--- src/rtl/core/rk2_pkg.sv ---
`default_nettype none
// ----------------------------------------------------------------------------
// rk2_pkg: shared types and constants for the RK2 oscillator step
// Holds the controller command and status structs, state codes and
// register indexes used by the controller, datapath and top level.
// ----------------------------------------------------------------------------
package rk2_pkg;

  localparam int FracBits = 24;

  typedef enum logic [2:0] {
    REG_OMEGA_SQ  = 3'd0,
    REG_TIME_STEP = 3'd1,
    REG_ORDER     = 3'd2,
    REG_POT_COEFF = 3'd3,
    REG_HALF_MASS = 3'd4
  } reg_index_t;

  // Datapath operations issued by the controller, one per cycle.
  typedef enum logic [4:0] {
    OP_NONE,
    OP_LOAD,
    OP_SQ_X,
    OP_ODD_INIT_X,
    OP_ODD_MUL,
    OP_ACC_A,
    OP_XT,
    OP_XT_ADD,
    OP_VT,
    OP_VT_ADD,
    OP_SQ_XT,
    OP_ODD_INIT_XT,
    OP_ACC_AT,
    OP_NEWX,
    OP_NEWX_ADD,
    OP_NEWV,
    OP_NEWV_ADD,
    OP_SQ_E,
    OP_EVEN_INIT,
    OP_EVEN_MUL,
    OP_PE,
    OP_VSQ,
    OP_KE,
    OP_TE,
    OP_CLEAR
  } dp_op_t;

  typedef enum logic [1:0] {
    ST_IDLE,
    ST_RUN,
    ST_OUT
  } ctrl_state_t;

  typedef struct packed {
    dp_op_t op;
    logic   out_load;
  } dp_cmd_t;

  typedef struct packed {
    logic [2:0] order;
  } dp_status_t;

endpackage
`default_nettype wire

--- src/rtl/core/rk2_datapath.sv ---
`default_nettype none
// ----------------------------------------------------------------------------
// rk2_datapath: shared Q8.24 multiplier, adder and state registers
// Executes one controller operation per cycle on a registered operand file.
// ----------------------------------------------------------------------------
module rk2_datapath
  import rk2_pkg::*;
(
  input  wire logic        clk,
  input  wire logic        rst,
  input  wire dp_cmd_t     cmd,
  input  wire logic [31:0] load_position,
  input  wire logic [31:0] load_velocity,
  input  wire logic [30:0] omega_sq,
  input  wire logic [30:0] time_step,
  input  wire logic [30:0] potential_coeff,
  input  wire logic [30:0] half_mass,
  output logic [31:0]      position_out,
  output logic [31:0]      velocity_out,
  output logic [30:0]      potential_energy,
  output logic [30:0]      kinetic_energy,
  output logic [30:0]      total_energy,
  output logic             overflow
);

  localparam logic signed [63:0] RoundHalf = 64'sd1 <<< (FracBits - 1);
  localparam logic signed [63:0] Max32 = 64'sd2147483647;
  localparam logic signed [63:0] Min32 = -64'sd2147483648;

  logic signed [31:0] pos, vel, sq, acc, pw, tmp, xt, vt, at, pe, ke;
  logic               sat;
  logic signed [31:0] ma, mb, mres, aa, ab, ares;
  logic               msat, asat;
  logic signed [63:0] prod, rsum;
  logic signed [39:0] shifted;
  logic signed [32:0] asum;

  // Operand selection for the shared multiplier and adder.
  always_comb begin
    ma = pos;
    mb = pos;
    aa = pos;
    ab = tmp;
    case (cmd.op)
      OP_SQ_X:     begin ma = pos; mb = pos; end
      OP_ODD_MUL,
      OP_EVEN_MUL: begin ma = pw; mb = sq; end
      OP_ACC_A,
      OP_ACC_AT:   begin ma = $signed({1'b0, omega_sq}); mb = pw; end
      OP_XT:       begin ma = $signed({2'b0, time_step[30:1]}); mb = vel; end
      OP_VT:       begin ma = $signed({2'b0, time_step[30:1]}); mb = acc; end
      OP_SQ_XT:    begin ma = xt; mb = xt; end
      OP_NEWX:     begin ma = $signed({1'b0, time_step}); mb = vt; end
      OP_NEWV:     begin ma = $signed({1'b0, time_step}); mb = at; end
      OP_SQ_E:     begin ma = pos; mb = pos; end
      OP_PE:       begin ma = $signed({1'b0, potential_coeff}); mb = pw; end
      OP_VSQ:      begin ma = vel; mb = vel; end
      OP_KE:       begin ma = $signed({1'b0, half_mass}); mb = tmp; end
      default:     begin ma = pos; mb = pos; end
    endcase
    case (cmd.op)
      OP_XT_ADD:   begin aa = pos; ab = tmp; end
      OP_VT_ADD:   begin aa = vel; ab = tmp; end
      OP_NEWX_ADD: begin aa = pos; ab = tmp; end
      OP_NEWV_ADD: begin aa = vel; ab = tmp; end
      OP_TE:       begin aa = pe[31] ? 32'sd0 : pe; ab = ke[31] ? 32'sd0 : ke; end
      default:     begin aa = pos; ab = tmp; end
    endcase
  end

  // Rounded product and saturating sum.
  always_comb begin
    prod = 64'(ma) * 64'(mb);
    rsum = prod + RoundHalf;
    shifted = 40'(rsum >>> FracBits);
    msat = 1'b0;
    if (64'(shifted) > Max32) begin
      mres = 32'sh7fffffff;
      msat = 1'b1;
    end else if (64'(shifted) < Min32) begin
      mres = 32'sh80000000;
      msat = 1'b1;
    end else begin
      mres = shifted[31:0];
    end
    asum = 33'(aa) + 33'(ab);
    asat = asum[32] != asum[31];
    ares = asat ? (asum[32] ? 32'sh80000000 : 32'sh7fffffff) : asum[31:0];
  end

  // Negated acceleration saturates only for the most negative value.
  logic signed [31:0] neg;
  logic               nsat;
  always_comb begin
    nsat = mres == 32'sh80000000;
    neg = nsat ? 32'sh7fffffff : -mres;
  end

  always_ff @(posedge clk) begin
    if (rst) begin
      pos <= '0;
      vel <= '0;
    end else begin
      case (cmd.op)
        OP_CLEAR:       sat <= 1'b0;
        OP_LOAD:        begin pos <= load_position; vel <= load_velocity; sat <= 1'b0; end
        OP_SQ_X,
        OP_SQ_XT,
        OP_SQ_E:        begin sq <= mres; sat <= sat | msat; end
        OP_ODD_INIT_X:  pw <= pos;
        OP_ODD_INIT_XT: pw <= xt;
        OP_EVEN_INIT:   pw <= sq;
        OP_ODD_MUL,
        OP_EVEN_MUL:    begin pw <= mres; sat <= sat | msat; end
        OP_ACC_A:       begin acc <= neg; sat <= sat | msat | nsat; end
        OP_ACC_AT:      begin at <= neg; sat <= sat | msat | nsat; end
        OP_XT,
        OP_VT,
        OP_NEWX,
        OP_NEWV,
        OP_VSQ:         begin tmp <= mres; sat <= sat | msat; end
        OP_XT_ADD:      begin xt <= ares; sat <= sat | asat; end
        OP_VT_ADD:      begin vt <= ares; sat <= sat | asat; end
        OP_NEWX_ADD:    begin pos <= ares; sat <= sat | asat; end
        OP_NEWV_ADD:    begin vel <= ares; sat <= sat | asat; end
        OP_PE:          begin pe <= mres; sat <= sat | msat; end
        OP_KE:          begin ke <= mres; sat <= sat | msat; end
        default:        ;
      endcase
      // Result capture into the output register.
      if (cmd.out_load) begin
        position_out <= pos;
        velocity_out <= vel;
        potential_energy <= pe[31] ? 31'd0 : pe[30:0];
        kinetic_energy <= ke[31] ? 31'd0 : ke[30:0];
        total_energy <= ares[31] ? 31'd0 : ares[30:0];
        overflow <= sat | asat;
      end
    end
  end

endmodule
`default_nettype wire

--- src/rtl/core/rk2_controller.sv ---
`default_nettype none
// ----------------------------------------------------------------------------
// rk2_controller: operation sequencer for the RK2 step
// Walks the micro-operation list of a load or step item and runs the
// output handshake.
// ----------------------------------------------------------------------------
module rk2_controller
  import rk2_pkg::*;
(
  input  wire logic       clk,
  input  wire logic       rst,
  input  wire logic       in_valid,
  output logic            in_stall,
  input  wire logic       operation,
  output logic            out_valid,
  input  wire logic       out_stall,
  input  wire dp_status_t status,
  output dp_cmd_t         cmd
);

  ctrl_state_t state, state_next;
  dp_op_t      op, op_next;
  logic [2:0]  cnt, cnt_next;
  logic [2:0]  n;
  logic        valid_next;
  logic        acc_phase;

  assign n = (status.order == 3'd0) ? 3'd1 : status.order;
  assign in_stall = (state == ST_RUN) || (out_valid && out_stall);

  always_ff @(posedge clk) begin
    if (rst) begin
      state <= ST_IDLE;
      op <= OP_NONE;
      cnt <= '0;
      out_valid <= 1'b0;
    end else begin
      state <= state_next;
      op <= op_next;
      cnt <= cnt_next;
      out_valid <= valid_next;
    end
  end

  // Sequencing: each op names its successor; power loops count n-1 products.
  always_comb begin
    state_next = state;
    op_next = op;
    cnt_next = cnt;
    valid_next = out_valid && out_stall;
    cmd.op = OP_NONE;
    cmd.out_load = 1'b0;
    if (state == ST_RUN) begin
      cmd.op = op;
      cnt_next = 3'd1;
      unique case (op)
        OP_CLEAR:       op_next = OP_SQ_X;
        OP_LOAD:        op_next = OP_SQ_E;
        OP_SQ_X:        op_next = OP_ODD_INIT_X;
        OP_ODD_INIT_X,
        OP_ODD_INIT_XT: op_next = (n == 3'd1) ? ((op == OP_ODD_INIT_X) ? OP_ACC_A : OP_ACC_AT)
                                              : OP_ODD_MUL;
        OP_ODD_MUL: begin
          cnt_next = cnt + 3'd1;
          if (cnt_next == n) op_next = (acc_phase) ? OP_ACC_AT : OP_ACC_A;
        end
        OP_ACC_A:       op_next = OP_XT;
        OP_XT:          op_next = OP_XT_ADD;
        OP_XT_ADD:      op_next = OP_VT;
        OP_VT:          op_next = OP_VT_ADD;
        OP_VT_ADD:      op_next = OP_SQ_XT;
        OP_SQ_XT:       op_next = OP_ODD_INIT_XT;
        OP_ACC_AT:      op_next = OP_NEWX;
        OP_NEWX:        op_next = OP_NEWX_ADD;
        OP_NEWX_ADD:    op_next = OP_NEWV;
        OP_NEWV:        op_next = OP_NEWV_ADD;
        OP_NEWV_ADD:    op_next = OP_SQ_E;
        OP_SQ_E:        op_next = OP_EVEN_INIT;
        OP_EVEN_INIT:   op_next = (n == 3'd1) ? OP_PE : OP_EVEN_MUL;
        OP_EVEN_MUL: begin
          cnt_next = cnt + 3'd1;
          if (cnt_next == n) op_next = OP_PE;
        end
        OP_PE:          op_next = OP_VSQ;
        OP_VSQ:         op_next = OP_KE;
        OP_KE:          op_next = OP_TE;
        OP_TE: begin
          cmd.out_load = 1'b1;
          valid_next = 1'b1;
          state_next = ST_IDLE;
          op_next = OP_NONE;
        end
        default:        op_next = OP_NONE;
      endcase
    end else if (in_valid && !in_stall) begin
      // The load or the overflow clear happens while the payload is still valid.
      state_next = ST_RUN;
      op_next = operation ? OP_SQ_X : OP_SQ_E;
      cnt_next = 3'd1;
      cmd.op = operation ? OP_CLEAR : OP_LOAD;
    end
  end

  // Tracks which acceleration the odd power loop is feeding.
  always_ff @(posedge clk) begin
    if (rst) acc_phase <= 1'b0;
    else if (op == OP_SQ_X && state == ST_RUN) acc_phase <= 1'b0;
    else if (op == OP_SQ_XT && state == ST_RUN) acc_phase <= 1'b1;
  end

endmodule
`default_nettype wire

--- src/rtl/core/rk2_anharmonic_oscillator_step.sv ---
`default_nettype none
// ----------------------------------------------------------------------------
// rk2_anharmonic_oscillator_step: midpoint Runge-Kutta oscillator step
// A step item runs the full operation list and a load item only its energy part;
// the power loops grow with power_order, where 0 is read as 1.
// One item at a time runs on the single shared multiplier; the next
// item is accepted as the result leaves, and a waiting result stalls
// the input.
// Reset clears position and velocity and sets the configuration registers to their reset values.
// ----------------------------------------------------------------------------
module rk2_anharmonic_oscillator_step
  import rk2_pkg::*;
(
  input  wire logic        clk,
  input  wire logic        rst,
  input  wire logic        in_valid,
  output logic             in_stall,
  input  wire logic        operation,
  input  wire logic [31:0] load_position,
  input  wire logic [31:0] load_velocity,
  output logic             out_valid,
  input  wire logic        out_stall,
  output logic [31:0]      position_out,
  output logic [31:0]      velocity_out,
  output logic [30:0]      potential_energy,
  output logic [30:0]      kinetic_energy,
  output logic [30:0]      total_energy,
  output logic             overflow,
  input  wire logic        cfg_write,
  input  wire logic [2:0]  cfg_index,
  input  wire logic [30:0] cfg_data
);

  logic [30:0] omega_sq, time_step, potential_coeff, half_mass;
  logic [2:0]  power_order;
  dp_cmd_t     cmd;
  dp_status_t  status;

  // Configuration registers.
  always_ff @(posedge clk) begin
    if (rst) begin
      omega_sq <= 31'd67108864;
      time_step <= 31'd167772;
      power_order <= 3'd7;
      potential_coeff <= 31'd4793490;
      half_mass <= 31'd8388608;
    end else if (cfg_write) begin
      unique case (cfg_index)
        REG_OMEGA_SQ:  omega_sq <= cfg_data;
        REG_TIME_STEP: time_step <= cfg_data;
        REG_ORDER:     power_order <= cfg_data[2:0];
        REG_POT_COEFF: potential_coeff <= cfg_data;
        REG_HALF_MASS: half_mass <= cfg_data;
        default:       ;
      endcase
    end
  end

  assign status.order = power_order;

  rk2_controller u_ctrl (
    .clk, .rst, .in_valid, .in_stall, .operation,
    .out_valid, .out_stall, .status, .cmd
  );

  rk2_datapath u_dp (
    .clk, .rst, .cmd, .load_position, .load_velocity,
    .omega_sq, .time_step, .potential_coeff, .half_mass,
    .position_out, .velocity_out, .potential_energy,
    .kinetic_energy, .total_energy, .overflow
  );

endmodule
`default_nettype wire
--- config.mk ---
export PLATFORM = sky130hd
export DESIGN_NAME = rk2_anharmonic_oscillator_step
export DESIGN_NICKNAME = d
export VERILOG_FILES = /design/src/rtl/core/rk2_pkg.sv /design/src/rtl/core/rk2_datapath.sv /design/src/rtl/core/rk2_controller.sv /design/src/rtl/core/rk2_anharmonic_oscillator_step.sv
export SDC_FILE = /design/constraint.sdc
export NUM_CORES = 2
export LEC_CHECK = 0
export ABC_AREA = 1
export BUFFER_PORTS_ARGS = -buffer_cell sky130_fd_sc_hd__buf_2
export CORE_MARGIN = 5
export CORE_UTILIZATION = 40
export CTS_CLUSTER_DIAMETER = 50
export DETAILED_ROUTE_END_ITERATION = 8
export PLACE_DENSITY = 0.65
export SLEW_MARGIN = 20
export SYNTH_ARGS = -nofsm -noshare
export SYNTH_HDL_FRONTEND = slang
export SYNTH_SLANG_ARGS = --single-unit
--- constraint.sdc ---
create_clock -name clk -period 21 [get_ports clk]
set_input_delay 1.05 -clock clk [delete_from_list [all_inputs] [get_ports clk]]
set_output_delay 1.05 -clock clk [all_outputs]
set_load 0.02 [all_outputs]
==> summary.md <==
| Metric | Value |
|---|---|
| Register share of total power | `around a quarter` |
| Num rows | `149` |
| Critical path required time | `21.38 ns` |
| Fin Hold WS | `about 0.43 ns` |
| Status | `completed` |
| Tmin final | `15.79 ns` |
| Crit Path Max Fanout | `66` |
| Slew Viols, Final | `0` |
| Synth area leader | `fa_1` |
| Most common cell after layout, fill and taps aside | `inv_1` |
| Final Hold Viols | `0` |
| Crit-path leading delay family | `adder cells` |
| I/O Pins | `around 260` |
| Skew-Pair Late Insertion Delay | `0.66 ns` |
| FF+latch area | `around 17000 sq um` |
| Worst reg2reg path depth | `54` |
| Port Buf Inserts | `263` |
| Worst min path class | `flip-flop to flip-flop` |
| Post-synthesis async set-or-reset flop share | `0%` |
| Critical Path Start Type | `flip-flop` |
| Adder-cell area share of the yosys netlist | `36.72%` |
| CTS Hold Bufs | `0` |
| Horiz. Die Dim | `around 420 um` |
| Int Power | `3761 uW` |
| TritonCTS Buffers | `73` |
| Die area | `173900 sq um` |
| Ys flop type | `edfxtp_1` |
| Die H | `417.0 um` |
| Routed wire length | `between 200 and 300 mm` |
| Largest family of logic cells by synthesized area | `adder cells` |
| PwrDens | `108.8 nW/um^2` |
| DRT iter0 DRCs | `between 6000 and 7000` |
| Syn nets | `8974` |
| Setup crit end | `u_dp.acc[31]` |
| Sw Share | `52.32%` |
| Most frequent cells in the layout | `inv_1 (1472), nand2_1 (1362), fa_1 (1083), nor2_1 (1011), edfxtp_1 (447)` |
| Largest net degree at the start of global routing | `96` |
| Seq/Total Area, Yosys | `26.36%` |
| Leak pwr | `0.03286 uW` |
| DP HPWL | `210.2 mm` |
| Max Cap Viol | `0` |
| Fin nets | `about 9000` |
| Area after DPL | `between 70000 and 80000 sq um` |
| Grt total ovfl | `0` |
| Clock root cell | `clkbuf_16` |
| Drt drc | `0` |
| Kind of critical path | `flip-flop to flip-flop` |
| DR vias | `56305` |
| First-pass GRT wire length | `385.8 mm` |
| Worst EP arrival | `16.17 ns` |
| Post-synth EDFFs | `447` |
| GRT Total Usage | `29.97%` |
| Top cells by area, synth | `fa_1 (33%), edfxtp_1 (20%), inv_1 (8.3%)` |
| Vias in the first global route | `~57000` |
| Clock power frac | `16.4%` |
| Yosys top cell area share | `32.72%` |
| Setup TNS Final | `0 ns` |
| Worst path slowest cell | `fa_1` |
| Distinct cells, synth | `64` |
| Vias per inst | `5.653` |
| Routed length per instance | `26.48 um` |
| Drt pass-1 iters | `9` |
| Cell count after synthesis | `7575` |
| Clock Skews | `0.03458 ns` |
| Maximum vdd ir drop | `~0.00018 V` |
| Worst R2R Start | `u_ctrl.state[0]` |
| Core area | `between 150000 and 200000 sq um` |
| Post-route cell area | `just over 70000 sq um` |
| RSZ-0062 raised after global routing | `false` |
| Multi-input gate area | `41980 sq um` |
| Yosys warning total | `0` |
| Final setup viols | `0` |
| Fin crit share | `75.21%` |
| Dpl ws | `between 5 and 6 ns` |
| Synth Area in Compound Gates | `between 8 and 9%` |
| WP buf/inv | `14` |
| Comb pwr share | `60.2%` |
| Crit path from | `u_ctrl.state[0]` |
| CP max stage delay | `1.00 ns` |
| Initial antenna violation count | `22` |
| Htree depth | `3` |
| PnR worst setup slack | `about 5.2 ns` |
| Final ANT Viol Nets | `0` |
| Mapped Area | `66270 sq um` |
| Simple-gate share of the synthesized area | `16.51%` |
| Mean Syn Cell Area | `8.748 sq um` |
| Cts repair resizes | `0` |
| Share of cells above drive strength 1 | `8.402%` |
| Longest Clk Path Bufs | `3` |
| XOR/XNOR share of the synthesized area | `1.071%` |
| RR Endpoint | `u_dp.acc[31]` |
| Post-synthesis mux area share | `0%` |
| R2R Setup Slk | `5.21 ns` |
| Worst-path clk slew | `0.06 ns` |
| Endpoint class of the critical path | `flip-flop` |
| Area growth syn-to-layout | `9.429%` |
| CTS tree | `built` |
| Worst slew pin tran | `1.174 ns` |
| Fillers | `16258` |
| Critical path depth | `54` |
| Final Wtd Congestion | `roughly 1.0` |
| Max-slew headroom | `21.55%` |
| Initial Util | `40.21%` |
| Clock sinks | `649` |
| Top achievable clock speed | `63.32 MHz` |
| #FFs+latches synth | `649` |
| Switching power | `4128 uW` |
| Postcts setup bufs | `0` |
-- sequential cells by signal, summed over array words and instances, names as in the netlist, 3 cells and up --
name,flops
half_mass,31
omega_sq,31
potential_coeff,31
power_order,3
time_step,31
u_ctrl.cnt,3
u_ctrl.op,5
u_dp.acc,32
u_dp.at,32
u_dp.ke,32
u_dp.kinetic_energy,31
u_dp.pe,32
u_dp.pos,32
u_dp.position_out,32
u_dp.potential_energy,31
u_dp.pw,32
u_dp.sq,32
u_dp.tmp,32
u_dp.total_energy,31
u_dp.vel,32
u_dp.velocity_out,32
u_dp.vt,32
u_dp.xt,32
-- worst reg2reg max path: cells and delay by family (launching register included) --
| family | cells | cell delay (ns) |
|---|---|---|
| flops | 1 | 0.68 |
| fa+ha+maj | 10 | 5.17 |
| compound gates | 4 | 1.20 |
| simple gates | 26 | 4.35 |
| buf+inv | 14 | 4.11 |
-- power by group through the flow --
stage | Clock, uW | Sequential (uW) | Combinational (uW)
finish | 1290 | 1850 | 4750
global route | 1350 | 1850 | 5070
CTS | 1290 | 1840 | 4620
detailed placement | 0 | 1870 | 4600
global placement | 0 | 1870 | 4550
floorplan | 0 | 1830 | 2830
-- final cells by class --
type,instances,share of cell area (%)
Clock buffer,92,2.680
Antenna cell,11,0.03796
Multi-Input combinational cell,5081,57.89
Timing Repair Buffer,388,3.130
Tap cell,2189,3.777
Inverter,1510,7.823
Clock inverter,40,0.5711
Sequential cell,649,24.09
-- Yosys cell counts (3+ instances only) --
cell,instances
o21ai_1,24
a21boi_1,3
nand2_1,1363
nor4_1,6
o221ai_1,5
nor2_4,4
clkbuf_1,288
dfxtp_1,202
clkinv_1,14
buf_4,3
a21o_1,3
xnor2_1,30
a21oi_1,295
nor2_2,20
nand2_4,6
o2111ai_1,16
nand2_2,18
a21boi_0,8
nor3_1,33
a22oi_1,58
o211ai_1,12
nor2_1,1024
fa_1,1083
nand4_1,28
buf_2,13
buf_1,22
o31ai_1,4
edfxtp_1,447
a2111oi_0,4
buf_6,9
inv_1,1473
inv_2,21
o22ai_1,27
nand3_2,21
or2_2,6
a221oi_1,82
a31oi_1,26
a211oi_1,21
o21a_1,16
o21ai_0,374
ha_1,212
nand3_1,172
xor2_1,51
-- per-layer routing --
layer | routed length (um) | share of wire [%] | global-route usage, %
met1 | 99240 | 38 | 38.73
met2 | 118800 | 45 | 46.90
met3 | 28320 | 11 | 7.151
met4 | 17340 | 6.6 | 15.75
met5 | 94 | 0.036 | 0
-- cells by family (layout without fill, tap and decap cells) --
family / after synthesis / count (layout)
buf+inv: 1845 / 2030
fa+ha+maj: 1295 / 1295
xor+xnor: 81 / 81
flops: 649 / 649
compound gates: 990 / 990
simple gates: 2715 / 2715
other cells: 0 / 11
-- through the flow --
| step | cells | util, % | power, uW |
|---|---|---|---|
| final | 9960 | 44.00 | 7889 |
| after detailed placement | 9817 | 42.55 | 6467 |
| after global routing | 9953 | 43.99 | 8261 |
| after CTS | 9949 | 43.98 | 7757 |
| after floorplan | 7575 | - | 4659 |
| after global placement | 9816 | 42.54 | 6420 |
-- how the worst min path moves through the flow --
| stage | startpoint | end | cells after the start |
|---|---|---|---|
| 6_report | u_dp.pos[3] | u_dp.position_out[3] | 0 |
| 3_5_place_dp | u_dp.pos[3] | u_dp.position_out[3] | 0 |
| 5_1_grt | u_dp.pos[26] | u_dp.position_out[26] | 0 |
| 4_1_cts | u_dp.pos[3] | u_dp.position_out[3] | 0 |
| 2_1_floorplan | u_dp.pos[0] | u_dp.position_out[0] | 0 |
| 3_3_place_gp | u_dp.pos[18] | u_dp.position_out[18] | 0 |
(Power assumes the default switching activity.)
